[src/hdl/job_slot_table_with_tickets_top_macros.svh]
// Assertion macros for the job slot table.
// Used by job_slot_table_with_tickets_top; needs clk_i and rst_ni in scope.
`ifndef JOB_SLOT_TABLE_WITH_TICKETS_TOP_MACROS_SVH
`define JOB_SLOT_TABLE_WITH_TICKETS_TOP_MACROS_SVH

`ifndef NO_ASSERTIONS
// Property that must hold at every clock edge outside reset
`define JST_ASSERT(lbl, prop, msg) \
  lbl: assert property (@(posedge clk_i) disable iff (!rst_ni) (prop)) else $error(msg);
// Property whose consequent must hold in the cycle after its antecedent
`define JST_ASSERT_NEXT(lbl, ante, cons, msg) \
  lbl: assert property (@(posedge clk_i) disable iff (!rst_ni) (ante) |=> (cons)) \
    else $error(msg);
`else
`define JST_ASSERT(lbl, prop, msg)
`define JST_ASSERT_NEXT(lbl, ante, cons, msg)
`endif

`endif

[src/hdl/jst_pkg.sv]
// Shared types and constants for the job slot table.
// No dependencies; imported by job_slot_table_with_tickets_top.
`timescale 1ns / 1ps

package jst_pkg;

  // Table geometry
  localparam int SLOTS  = 16;
  localparam int SLOT_W = 4;
  localparam int CNT_W  = 5;
  localparam int SALT_W = 16;
  localparam int WORD_W = 32;

  // Stream payload widths (padded to whole bytes)
  localparam int IN_W  = 104;
  localparam int OUT_W = 112;

  // Command codes
  typedef enum logic [2:0] {
    CMD_POST     = 3'd0,
    CMD_TAKE     = 3'd1,
    CMD_COMPLETE = 3'd2,
    CMD_IS_DONE  = 3'd3,
    CMD_IS_VALID = 3'd4
  } cmd_e;

  // Sequencer states
  typedef enum logic [1:0] {
    ST_IDLE,
    ST_SCAN,
    ST_CHECK,
    ST_RESULT
  } state_e;

endpackage

[src/hdl/job_slot_table_with_tickets_top.sv]
// Job slot table with salted tickets: post, take, complete and ticket queries.
// Post and take scan up to 16 slots through the shared slot compare; if refused up front
// they go to the result like unknown codes; complete, is-done and is-valid check one slot.
// Throughput: one request in flight; the next request is taken once the result sits in
// the output register. Reset (rst_ni low, async): all slots free, salts zero, counts zero.
// Depends on jst_pkg and job_slot_table_with_tickets_top_macros.svh.
`timescale 1ns / 1ps
`include "job_slot_table_with_tickets_top_macros.svh"

module job_slot_table_with_tickets_top
  import jst_pkg::*;
(
  input  logic             clk_i,
  input  logic             rst_ni,
  // Request: command[2:0], job_handle[34:3], job_argument[66:35],
  // slot_index[70:67], ticket_in[102:71], zero[103]
  input  logic             s_axis_tvalid,
  output logic             s_axis_tready,
  input  logic [IN_W-1:0]  s_axis_tdata,
  // Result: ok[0], ticket_out[32:1], taken_slot[36:33], taken_handle[68:37],
  // taken_argument[100:69], clear_ticket[101], incomplete_count[106:102], zero[111:107]
  output logic             m_axis_tvalid,
  input  logic             m_axis_tready,
  output logic [OUT_W-1:0] m_axis_tdata
);

  // Request field unpacking
  logic [2:0]        in_cmd;
  logic [WORD_W-1:0] in_handle;
  logic [WORD_W-1:0] in_arg;
  logic [SLOT_W-1:0] in_sidx;
  logic [WORD_W-1:0] in_ticket;
  logic [15:0]       in_raw;

  assign in_cmd    = s_axis_tdata[2:0];
  assign in_handle = s_axis_tdata[34:3];
  assign in_arg    = s_axis_tdata[66:35];
  assign in_sidx   = s_axis_tdata[70:67];
  assign in_ticket = s_axis_tdata[102:71];
  assign in_raw    = in_ticket[15:0];

  // Sequencer and latched request
  state_e            state_q, state_d;
  cmd_e              cmd_q, cmd_d;
  logic [WORD_W-1:0] handle_q, arg_q, ticket_q;
  logic [SLOT_W-1:0] ptr_q, ptr_d;
  logic [SLOT_W-1:0] cnt_q, cnt_d;
  logic              tv_q, tv_d;

  // Slot table state
  logic [SALT_W-1:0] slot_salt_q [SLOTS];
  logic [SLOTS-1:0]  slot_done_q;
  logic [SLOTS-1:0]  slot_taken_q;
  logic [WORD_W-1:0] slot_handle_q [SLOTS];
  logic [WORD_W-1:0] slot_arg_q [SLOTS];
  logic [SLOT_W-1:0] scan_start_q;
  logic [CNT_W-1:0]  pending_q;
  logic [CNT_W-1:0]  ready_q;

  // Pending result
  logic              res_ok_q, res_ok_d;
  logic [WORD_W-1:0] res_ticket_q, res_ticket_d;
  logic [SLOT_W-1:0] res_tslot_q, res_tslot_d;
  logic              res_clr_q, res_clr_d;
  logic [WORD_W-1:0] res_thandle_q, res_targ_q;

  // Output register
  logic              out_valid_q;
  logic [OUT_W-1:0]  out_data_q;

  logic              s_accept;
  logic              post_hit, take_hit, cmpl_hit, out_load;
  logic              cur_done, cur_taken, salt_match, last_step;
  logic [SLOT_W-1:0] ptr_inc;
  logic [SALT_W-1:0] salt_inc;
  logic [15:0]       slot_field;

  assign s_axis_tready = (state_q == ST_IDLE);
  assign s_accept      = s_axis_tvalid && s_axis_tready;
  assign m_axis_tvalid = out_valid_q;
  assign m_axis_tdata  = out_data_q;

  // Shared slot compare at the scan pointer
  assign cur_done   = slot_done_q[ptr_q];
  assign cur_taken  = slot_taken_q[ptr_q];
  assign salt_match = (slot_salt_q[ptr_q] == ticket_q[31:16]);
  assign last_step  = (cnt_q == SLOT_W'(SLOTS - 1));
  assign ptr_inc    = (ptr_q == SLOT_W'(SLOTS - 1)) ? '0 : ptr_q + 1'b1;
  assign salt_inc   = slot_salt_q[ptr_q] + 1'b1;
  assign slot_field = {{(16 - SLOT_W){1'b0}}, ptr_q} + 16'd1;

  // Next state, scan stepping and result
  always_comb begin
    state_d      = state_q;
    cmd_d        = cmd_q;
    ptr_d        = ptr_q;
    cnt_d        = cnt_q;
    tv_d         = tv_q;
    res_ok_d     = res_ok_q;
    res_ticket_d = res_ticket_q;
    res_tslot_d  = res_tslot_q;
    res_clr_d    = res_clr_q;
    post_hit     = 1'b0;
    take_hit     = 1'b0;
    cmpl_hit     = 1'b0;
    out_load     = 1'b0;
    case (state_q)
      ST_IDLE: begin
        if (s_accept) begin
          cmd_d        = cmd_e'(in_cmd);
          res_ok_d     = 1'b0;
          res_ticket_d = '0;
          res_tslot_d  = '0;
          res_clr_d    = 1'b0;
          cnt_d        = '0;
          tv_d         = (in_raw != 16'd0) && (in_raw <= 16'(SLOTS));
          ptr_d        = scan_start_q;
          case (cmd_e'(in_cmd))
            CMD_POST: begin
              if (in_handle != '0 && pending_q < CNT_W'(SLOTS)) begin
                state_d = ST_SCAN;
              end else begin
                state_d = ST_RESULT;
              end
            end
            CMD_TAKE: begin
              state_d = (ready_q != '0) ? ST_SCAN : ST_RESULT;
            end
            CMD_COMPLETE: begin
              ptr_d   = in_sidx;
              state_d = ST_CHECK;
            end
            CMD_IS_DONE, CMD_IS_VALID: begin
              ptr_d   = SLOT_W'(in_raw - 16'd1);
              state_d = ST_CHECK;
            end
            default: begin
              state_d = ST_RESULT;
            end
          endcase
        end
      end
      ST_SCAN: begin
        if (cmd_q == CMD_POST && cur_done) begin
          post_hit     = 1'b1;
          res_ok_d     = 1'b1;
          res_ticket_d = {salt_inc, slot_field};
          state_d      = ST_RESULT;
        end else if (cmd_q != CMD_POST && !cur_done && !cur_taken) begin
          take_hit    = 1'b1;
          res_ok_d    = 1'b1;
          res_tslot_d = ptr_q;
          state_d     = ST_RESULT;
        end else if (last_step) begin
          state_d = ST_RESULT;
        end else begin
          ptr_d = ptr_inc;
          cnt_d = cnt_q + 1'b1;
        end
      end
      ST_CHECK: begin
        case (cmd_q)
          CMD_COMPLETE: begin
            if (!cur_done) begin
              cmpl_hit = 1'b1;
              res_ok_d = 1'b1;
            end
          end
          CMD_IS_DONE: begin
            // null/out-of-range clears; stale salt or finished job answers done
            if (!tv_q) begin
              res_clr_d = 1'b1;
            end else if (!salt_match || cur_done) begin
              res_ok_d  = 1'b1;
              res_clr_d = 1'b1;
            end
          end
          CMD_IS_VALID: begin
            if (tv_q && salt_match && !cur_done) begin
              res_ok_d = 1'b1;
            end else begin
              res_clr_d = 1'b1;
            end
          end
          default: begin
          end
        endcase
        state_d = ST_RESULT;
      end
      ST_RESULT: begin
        if (!out_valid_q || m_axis_tready) begin
          out_load = 1'b1;
          state_d  = ST_IDLE;
        end
      end
      default: begin
        state_d = ST_IDLE;
      end
    endcase
  end

  // Sequencer and result registers
  always_ff @(posedge clk_i or negedge rst_ni) begin
    if (!rst_ni) begin
      state_q <= ST_IDLE;
      cmd_q   <= CMD_POST;
      ptr_q   <= '0;
      cnt_q   <= '0;
      tv_q    <= 1'b0;
    end else begin
      state_q <= state_d;
      cmd_q   <= cmd_d;
      ptr_q   <= ptr_d;
      cnt_q   <= cnt_d;
      tv_q    <= tv_d;
    end
  end

  always_ff @(posedge clk_i) begin
    res_ok_q     <= res_ok_d;
    res_ticket_q <= res_ticket_d;
    res_tslot_q  <= res_tslot_d;
    res_clr_q    <= res_clr_d;
    if (s_accept) begin
      handle_q <= in_handle;
      arg_q    <= in_arg;
      ticket_q <= in_ticket;
    end
  end

  // Slot flags, salts and counters
  always_ff @(posedge clk_i or negedge rst_ni) begin
    if (!rst_ni) begin
      for (int i = 0; i < SLOTS; i++) begin
        slot_salt_q[i] <= '0;
      end
      slot_done_q  <= '1;
      slot_taken_q <= '0;
      scan_start_q <= '0;
      pending_q    <= '0;
      ready_q      <= '0;
    end else begin
      if (post_hit) begin
        slot_done_q[ptr_q]  <= 1'b0;
        slot_taken_q[ptr_q] <= 1'b0;
        slot_salt_q[ptr_q]  <= salt_inc;
        if (pending_q == '0) begin
          scan_start_q <= ptr_q;
        end
        pending_q <= pending_q + 1'b1;
        ready_q   <= ready_q + 1'b1;
      end
      if (take_hit) begin
        slot_taken_q[ptr_q] <= 1'b1;
        scan_start_q        <= ptr_inc;
        ready_q             <= ready_q - 1'b1;
      end
      if (cmpl_hit) begin
        // completing an untaken job also retires it from the ready count
        if (!cur_taken && ready_q != '0) begin
          ready_q <= ready_q - 1'b1;
        end
        slot_taken_q[ptr_q] <= 1'b0;
        slot_done_q[ptr_q]  <= 1'b1;
        if (pending_q != '0) begin
          pending_q <= pending_q - 1'b1;
        end
      end
    end
  end

  // Job handle and argument memory
  always_ff @(posedge clk_i) begin
    if (post_hit) begin
      slot_handle_q[ptr_q] <= handle_q;
      slot_arg_q[ptr_q]    <= arg_q;
    end
    if (s_accept) begin
      res_thandle_q <= '0;
      res_targ_q    <= '0;
    end else if (take_hit) begin
      res_thandle_q <= slot_handle_q[ptr_q];
      res_targ_q    <= slot_arg_q[ptr_q];
    end
  end

  // Output register
  always_ff @(posedge clk_i or negedge rst_ni) begin
    if (!rst_ni) begin
      out_valid_q <= 1'b0;
    end else if (out_load) begin
      out_valid_q <= 1'b1;
    end else if (m_axis_tready) begin
      out_valid_q <= 1'b0;
    end
  end

  always_ff @(posedge clk_i) begin
    if (out_load) begin
      out_data_q <= {5'd0, pending_q, res_clr_q, res_targ_q, res_thandle_q,
                     res_tslot_q, res_ticket_q, res_ok_q};
    end
  end

  // Assertions
  `JST_ASSERT(a_pending_bound, pending_q <= CNT_W'(SLOTS), "pending count above slot count")
  `JST_ASSERT(a_ready_le_pending, ready_q <= pending_q, "ready count above pending count")
  `JST_ASSERT(a_pending_matches_done,
              32'(pending_q) == 32'(SLOTS - $countones(slot_done_q)),
              "pending count disagrees with busy slots")
  `JST_ASSERT_NEXT(a_accept_leaves_idle, s_accept, state_q != ST_IDLE,
                   "sequencer stayed idle after a request")

endmodule

[config.mk]
export PLATFORM = sky130hd
export DESIGN_NAME = job_slot_table_with_tickets_top
export DESIGN_NICKNAME = d
export VERILOG_FILES = /design/src/hdl/jst_pkg.sv /design/src/hdl/job_slot_table_with_tickets_top.sv
export VERILOG_INCLUDE_DIRS = /design/src /design/src/hdl
export SDC_FILE = /design/constraint.sdc
export NUM_CORES = 2
export LEC_CHECK = 0
export ABC_AREA = 1
export CORE_MARGIN = 2
export CORE_UTILIZATION = 35
export DETAILED_ROUTE_END_ITERATION = 10
export DONT_BUFFER_PORTS = 1
export GPL_TIMING_DRIVEN = 0
export PLACE_DENSITY_LB_ADDON = 0.15
export SLEW_MARGIN = 40
export SYNTH_ARGS = -nofsm -noshare
export SYNTH_HDL_FRONTEND = slang
export SYNTH_SLANG_ARGS = --single-unit
[constraint.sdc]
create_clock -name clk_i -period 8.4 [get_ports clk_i]
set_input_delay 2.52 -clock clk_i [delete_from_list [all_inputs] [get_ports clk_i]]
set_output_delay 2.52 -clock clk_i [all_outputs]
set_load 0.03 [all_outputs]
After elaboration in Yosys (flattened, before gate mapping):

Memories as Yosys holds them, arrays and structs flattened. A register that Yosys moved wholly into a read port is not among the register bits.
Index checks and enable logic that the tools add are counted.

* bits in registers: 558
* latch bits: 0
* RAM bits: 1024
* ROM bits: 0
* input port bits: 108
* output and inout bits: 114
* logic and storage cells: 212
* memories: 2

* add/subtract/negate cells: 9
* $mul: 0
* divide/modulo/power cells: 0
* order comparisons: 6
* equal/unequal tests: 30
* shifts and indexed selects: 0
* mux-type cells: 81
* bitwise logic cells: 7
* reduce and logical (&&, ||, !) cells: 42

Memory list
* slot_arg_q: words 16, bits a word 32, read ports 1, clocked after memory_dff 1, write ports 1, line job_slot_table_with_tickets_top.sv:55 `logic [WORD_W-1:0] slot_arg_q [SLOTS];`
* slot_handle_q: words 16, bits a word 32, read ports 1, clocked after memory_dff 1, write ports 1, line job_slot_table_with_tickets_top.sv:54 `logic [WORD_W-1:0] slot_handle_q [SLOTS];`

Operators by type and width (count)
* $bwmux 256: 1
* $mux 16: 8
* $bmux 16 s4: 1
* $demux 16 s4: 1
* $mux 32: 2
* $pmux 32 s2: 1
* $mux 4: 14
* $and 16x16->16: 3
* $mux 5: 7
* $or 16x16->16: 2
* $pmux 4 s2: 4
* $reduce_bool 32->1: 1
* $mux 1: 26
* $ne 3x3->1 const B: 6
* $add 16x1->16 const B: 1
* $eq 16x16->1: 1
* $le 16x5->1 const B: 1
* $not 16->16: 1
* $reduce_bool 16->1: 1
* $mux 2: 7
* $eq 3x2->1 const B: 4
* $ne 2x2->1 const B: 6
* $logic_and 1x1->1: 11
* $add 5x1->5 const B: 2
* other kinds (40): 63

Longest topological paths before layout:

* depth after elaboration: 11
* depth in mapped cells: 21
* depth with buffers taken out: 18

Worst setup path before layout:

No wires, ideal clock.

* path kind: input -> register
* start point: input m_axis_tready
* end point: register out_data_q[0] (netlist: m_axis_tdata[0]) (enable)
* setup time: 0.582 ns
* data arrival time: 7.171 ns
* required time: 7.818 ns
* setup slack: 0.647 ns
* cell stages on the path: 2
* buffers on the path: 0
* cell sequence: inv_1 > a21oi_1

* cells in the longest elaborated chain, start to end: 3

RTL lines
* from (decl): line job_slot_table_with_tickets_top.sv:23 `input logic m_axis_tready,`
* $logic_or 1x1->1: line job_slot_table_with_tickets_top.sv:191 `if (!out_valid_q || m_axis_tready) begin`
* $mux 1: line job_slot_table_with_tickets_top.sv:191
* $mux 1: line job_slot_table_with_tickets_top.sv:107 `case (state_q)`
* net out_load: line job_slot_table_with_tickets_top.sv:72 `logic post_hit, take_hit, cmpl_hit, out_load;`
* to (signal assigned): line job_slot_table_with_tickets_top.sv:300 `out_data_q <= {5'd0, pending_q, res_clr_q, res_targ_q, res_thandle_q,`
* to (decl): line job_slot_table_with_tickets_top.sv:69 `logic [OUT_W-1:0] out_data_q;`

The timed path passes the listed nets, and every way through them passes these cells.
A chain may end at the register's enable or synchronous reset.

Final worst setup path:

* start point: register ptr_q[1]
* end point: register slot_salt_q[247] (netlist name)

* cells in the longest elaborated chain, start to end: 6
* elaborated cells between the ends (all ways): 16
* those cells by class: 1 x add/sub; 2 x order compare; 10 x mux; 1 x bitwise; 2 x reduce/logical

RTL lines
* from (decl): line job_slot_table_with_tickets_top.sv:46 `logic [SLOT_W-1:0] ptr_q, ptr_d;`
* from (signal assigned): line job_slot_table_with_tickets_top.sv:213 `ptr_q <= ptr_d;`
* $not 4->5 (not written as such): line job_slot_table_with_tickets_top.sv:89, job_slot_table_with_tickets_top.sv:246
* $bmux 16 s4 (tied with other cells): line job_slot_table_with_tickets_top.sv:89 `assign salt_inc = slot_salt_q[ptr_q] + 1'b1;`
* $mux 16 (not written as such) / $logic_and 1x1->1 (equally long branches): line job_slot_table_with_tickets_top.sv:89, job_slot_table_with_tickets_top.sv:246
* $mux 16, on equally long branches: line job_slot_table_with_tickets_top.sv:89, job_slot_table_with_tickets_top.sv:246
* $add 16x1->16 / $demux 16 s4 (equally long branches): line job_slot_table_with_tickets_top.sv:89, job_slot_table_with_tickets_top.sv:246
* $bwmux 256: line job_slot_table_with_tickets_top.sv:246 `slot_salt_q[ptr_q] <= salt_inc;`
* to (signal, indexed assignment): line job_slot_table_with_tickets_top.sv:246
* to (decl): line job_slot_table_with_tickets_top.sv:51 `logic [SALT_W-1:0] slot_salt_q [SLOTS];`

Several ways; a longest one is shown, not always the timed one. The select of a mux whose other input is x is not followed.

==> results.md <==
- Status: complete, no violations
- Final Cycle Share: between 70% and 80%
- Worst Reg-to-Reg Cells: 17
- DP Cell Count: between 7k and 8k
- Hold-fix buffers, CTS: 0
- Core area: 181100 µm²
- Cell Pwr Density: between 300 and 400 nW/µm²
- RR Startpoint: ptr_q[1]
- Starting DRT DRC Count: 4410
- Vias in the first global route: about 43k
- I/O pins: between 200 and 250
- # clock sinks: around 1.6k
- Gp weighted congestion: about 0.90
- P&R area growth vs syn: 17.87%
- HPWL Detailed: around 150000 µm
- Vias/cell: 5.341
- CP Capture Type: register
- Final setup margin: 2316 ps
- IO Port Bufs: 0
- Unrepaired setup endpoints after global routing: false
- DR pass1 iterations: 6
- Worst Path Required: roughly 9100 ps
- Min-Delay Path Class: register to register
- Final ANT Viol Nets: 0
- Total Power: between 20000 and 30000 µW
- Max rail drop VDD: 0.0002055 V
- Post-CTS Setup Bufs: 0
- Synthesized instance count: 5396
- Initial antenna violation count: 13
- CTS resizes: 0
- Die W: about 430 µm
- CTS max path bufs: 3
- Total gr overflow: 0
- Netlist cell types: 52
- Area occupied by multi-input gates: about 15000 µm²
- Root buffer cell: clkbuf_16
- Worst-path fanout max: 12
- Register Area: 46080 µm²
- Avg WL per Cell: 26.85 µm
- Drt total wl: 220700 µm
- Slew Viols, Final: 0
- Syn avg cell area: ~12 µm²
- Peak Freq: around 160 MHz
- Leak Pwr: roughly 0.027 µW
- Register bit total from synthesis: 1608
- Vias: ~44k
- CTS tree: yes
- Mapped cell area: 63870 µm²
- Initial Util: between 30% and 40%
- Min-delay src: res_ticket_q[0]
- DP Worst Slack: 2362 ps
- Arrival @ worst endpoint: a little under 7000 ps
- H-tree depth: 4
- Share of cells above drive strength 1: around a tenth
- Tmin final: 6084 ps
- Hold endpoint: m_axis_tdata[1]
- Setup total negative slack: 0 ps
- Final std cells w/o fill: between 8k and 9k
- Final setup violation count: 0
- Die Ht: between 400 and 500 µm
- Row count: about 160
- Largest net degree at the start of global routing: ~320
- Nets: roughly 5.8k
- Startpoint types: register
- Clk_skew: 52.57 ps
- Max cap viols: 0
- Fillers: 17.14k
- Worst R2R Setup Slack: ~2300 ps
- Inserted Clock Buffers: roughly 180
- Critical R2R Capture: slot_salt_q[247]
- Worst-margin pin slew: roughly 1200 ps
- Reg clk slew, reported paths: roughly 60 ps
- First-pass GRT wire length: approximately 320000 µm
- Normalized max-slew margin: between 20 and 25%
- Final Hold Vio Count: 0
- Post-route DRC: 0
- Critical path class: register to register
- Warnings, synthesis: 0
- Post-synthesis sequential area ratio: between 70 and 80%
- Gr usage total: 23.48%
- Clk Latency, worst-skew pair: between 800 and 900 ps
- Hold Path Stages: 0
- DIE AREA: roughly 190000 µm²
-- kinds of logic after synthesis --
family	synth area share [%]
other cells	0.005871
mux	0.01567
xor+xnor	0.4075
fa+ha+maj	0.3134
flops	72.14
buf+inv	4.139
simple gates	10.08
compound gates	12.89
-- Yosys cell counts (all sizes together) --
cell type	count	share of area, %
nor3	12	0.11
a21oi	103	0.81
clkbuf	221	1.3
nor4	10	0.098
o21a	1	0.012
nand2	813	4.8
a211oi	1	0.012
nor2	745	4.5
mux2i	1	0.016
o21bai	6	0.071
xnor2	3	0.041
xor2	25	0.37
o211ai	26	0.31
dfxtp	64	2.0
a22o	64	0.88
or2	1	0.0098
a21boi	1	0.012
a22oi	16	0.19
ha	16	0.31
edfxtp	1227	58
o22ai	269	2.6
conb	1	0.0059
nor3b	1	0.012
o21ai	923	7.2
dfstp	16	0.66
nand3	63	0.49
buf	141	1.4
inv	248	1.5
clkinv	2	0.012
nand4	2	0.020
o221ai	1	0.014
o31ai	1	0.012
a32oi	1	0.014
dfrtp	301	12
a221oi	12	0.16
and2	3	0.029
a31oi	55	0.54
-- per-layer routing --
metal	wire length, µm	vias to the layer above	global-route usage (%)
li1	-	19760	-
met1	91760	22188	30.68
met2	107000	1602	39.16
met3	13470	349	3.691
met4	8492	6	9.286
met5	41	-	0
-- power by group --
group / switching, µW / total, µW / internal, µW
clock network: 3330 / 7990 / 4660
logic: 6160 / 8390 / 2230
registers: 978 / 10700 / 9740
total: 10500 / 27100 / 16600
-- cell usage in the layout (no fill, tap or decap), types with 90 or more instances in the layout --
master and instances:
buf_2 90, a21oi_1 101, edfxtp_1 1227, inv_1 237
o21ai_0 906, nor2_1 722, clkbuf_1 234, o22ai_1 269
dfrtp_1 301, nand2_1 808, clkbuf_16 181
-- stage by stage --
stage	utilization, %	area (µm²)	hold slack (ps)
finish	41.56	75280	400.2
global route	41.56	75280	414.8
CTS	41.55	75260	402.1
detailed placement	38.27	69320	404.5
global placement	36.93	66890	404.9
floorplan	-	63930	400.3
-- state kept, by name (all words and copies together) (netlist names), 2 cells and up --
name           count
slot_arg_q       512
slot_handle_q    512
slot_salt_q      256
m_axis_tdata      96
arg_q             32
handle_q          32
res_targ_q        32
res_thandle_q     32
res_ticket_q      21
slot_done_q       16
slot_taken_q      16
ticket_q          16
pending_q          5
ready_q            5
cnt_q              4
ptr_q              4
res_tslot_q        4
scan_start_q       4
cmd_q              3
state_q            2
-- cell type report --
type                            instances  share of cell area, %
Timing Repair Buffer                  106                  2.973
Multi-Input combinational cell       3191                  20.38
Buffer                                362                  2.307
Clock buffer                          243                  6.565
Clock inverter                         82                  1.331
Inverter                              250                  1.270
Tap cell                             2370                  3.939
Sequential cell                      1608                  61.21
Antenna cell                            8                0.02659
-- worst max-delay path by stage --
| stage | from | cells after the start | to | slack (ps) |
|---|---|---|---|---|
| after floorplan | m_axis_tready | 2 | m_axis_tdata[0] | 650 |
| after CTS | ptr_q[1] | 17 | slot_salt_q[247] | 2340 |
| after global routing | ptr_q[1] | 17 | slot_salt_q[247] | 2120 |
| final | ptr_q[1] | 17 | slot_salt_q[247] | 2320 |
| after global placement | ptr_q[1] | 17 | slot_salt_q[191] | -5270 |
| after detailed placement | ptr_q[1] | 17 | slot_salt_q[251] | 2360 |
-- critical path, stage by stage (launching register included) --
cell and delay (ps):
dfrtp_1 410, buf_2 180, inv_2 110, buf_4 250
buf_2 320, buf_2 400, buf_2 490, buf_2 650
clkbuf_1 700, ha_1 270, inv_1 110, nor2_1 210
inv_1 120, nor2_4 430, buf_8 260, inv_1 240
clkbuf_1 450, o21ai_0 310
No activity file was read; power rests on OpenSTA's default activity.
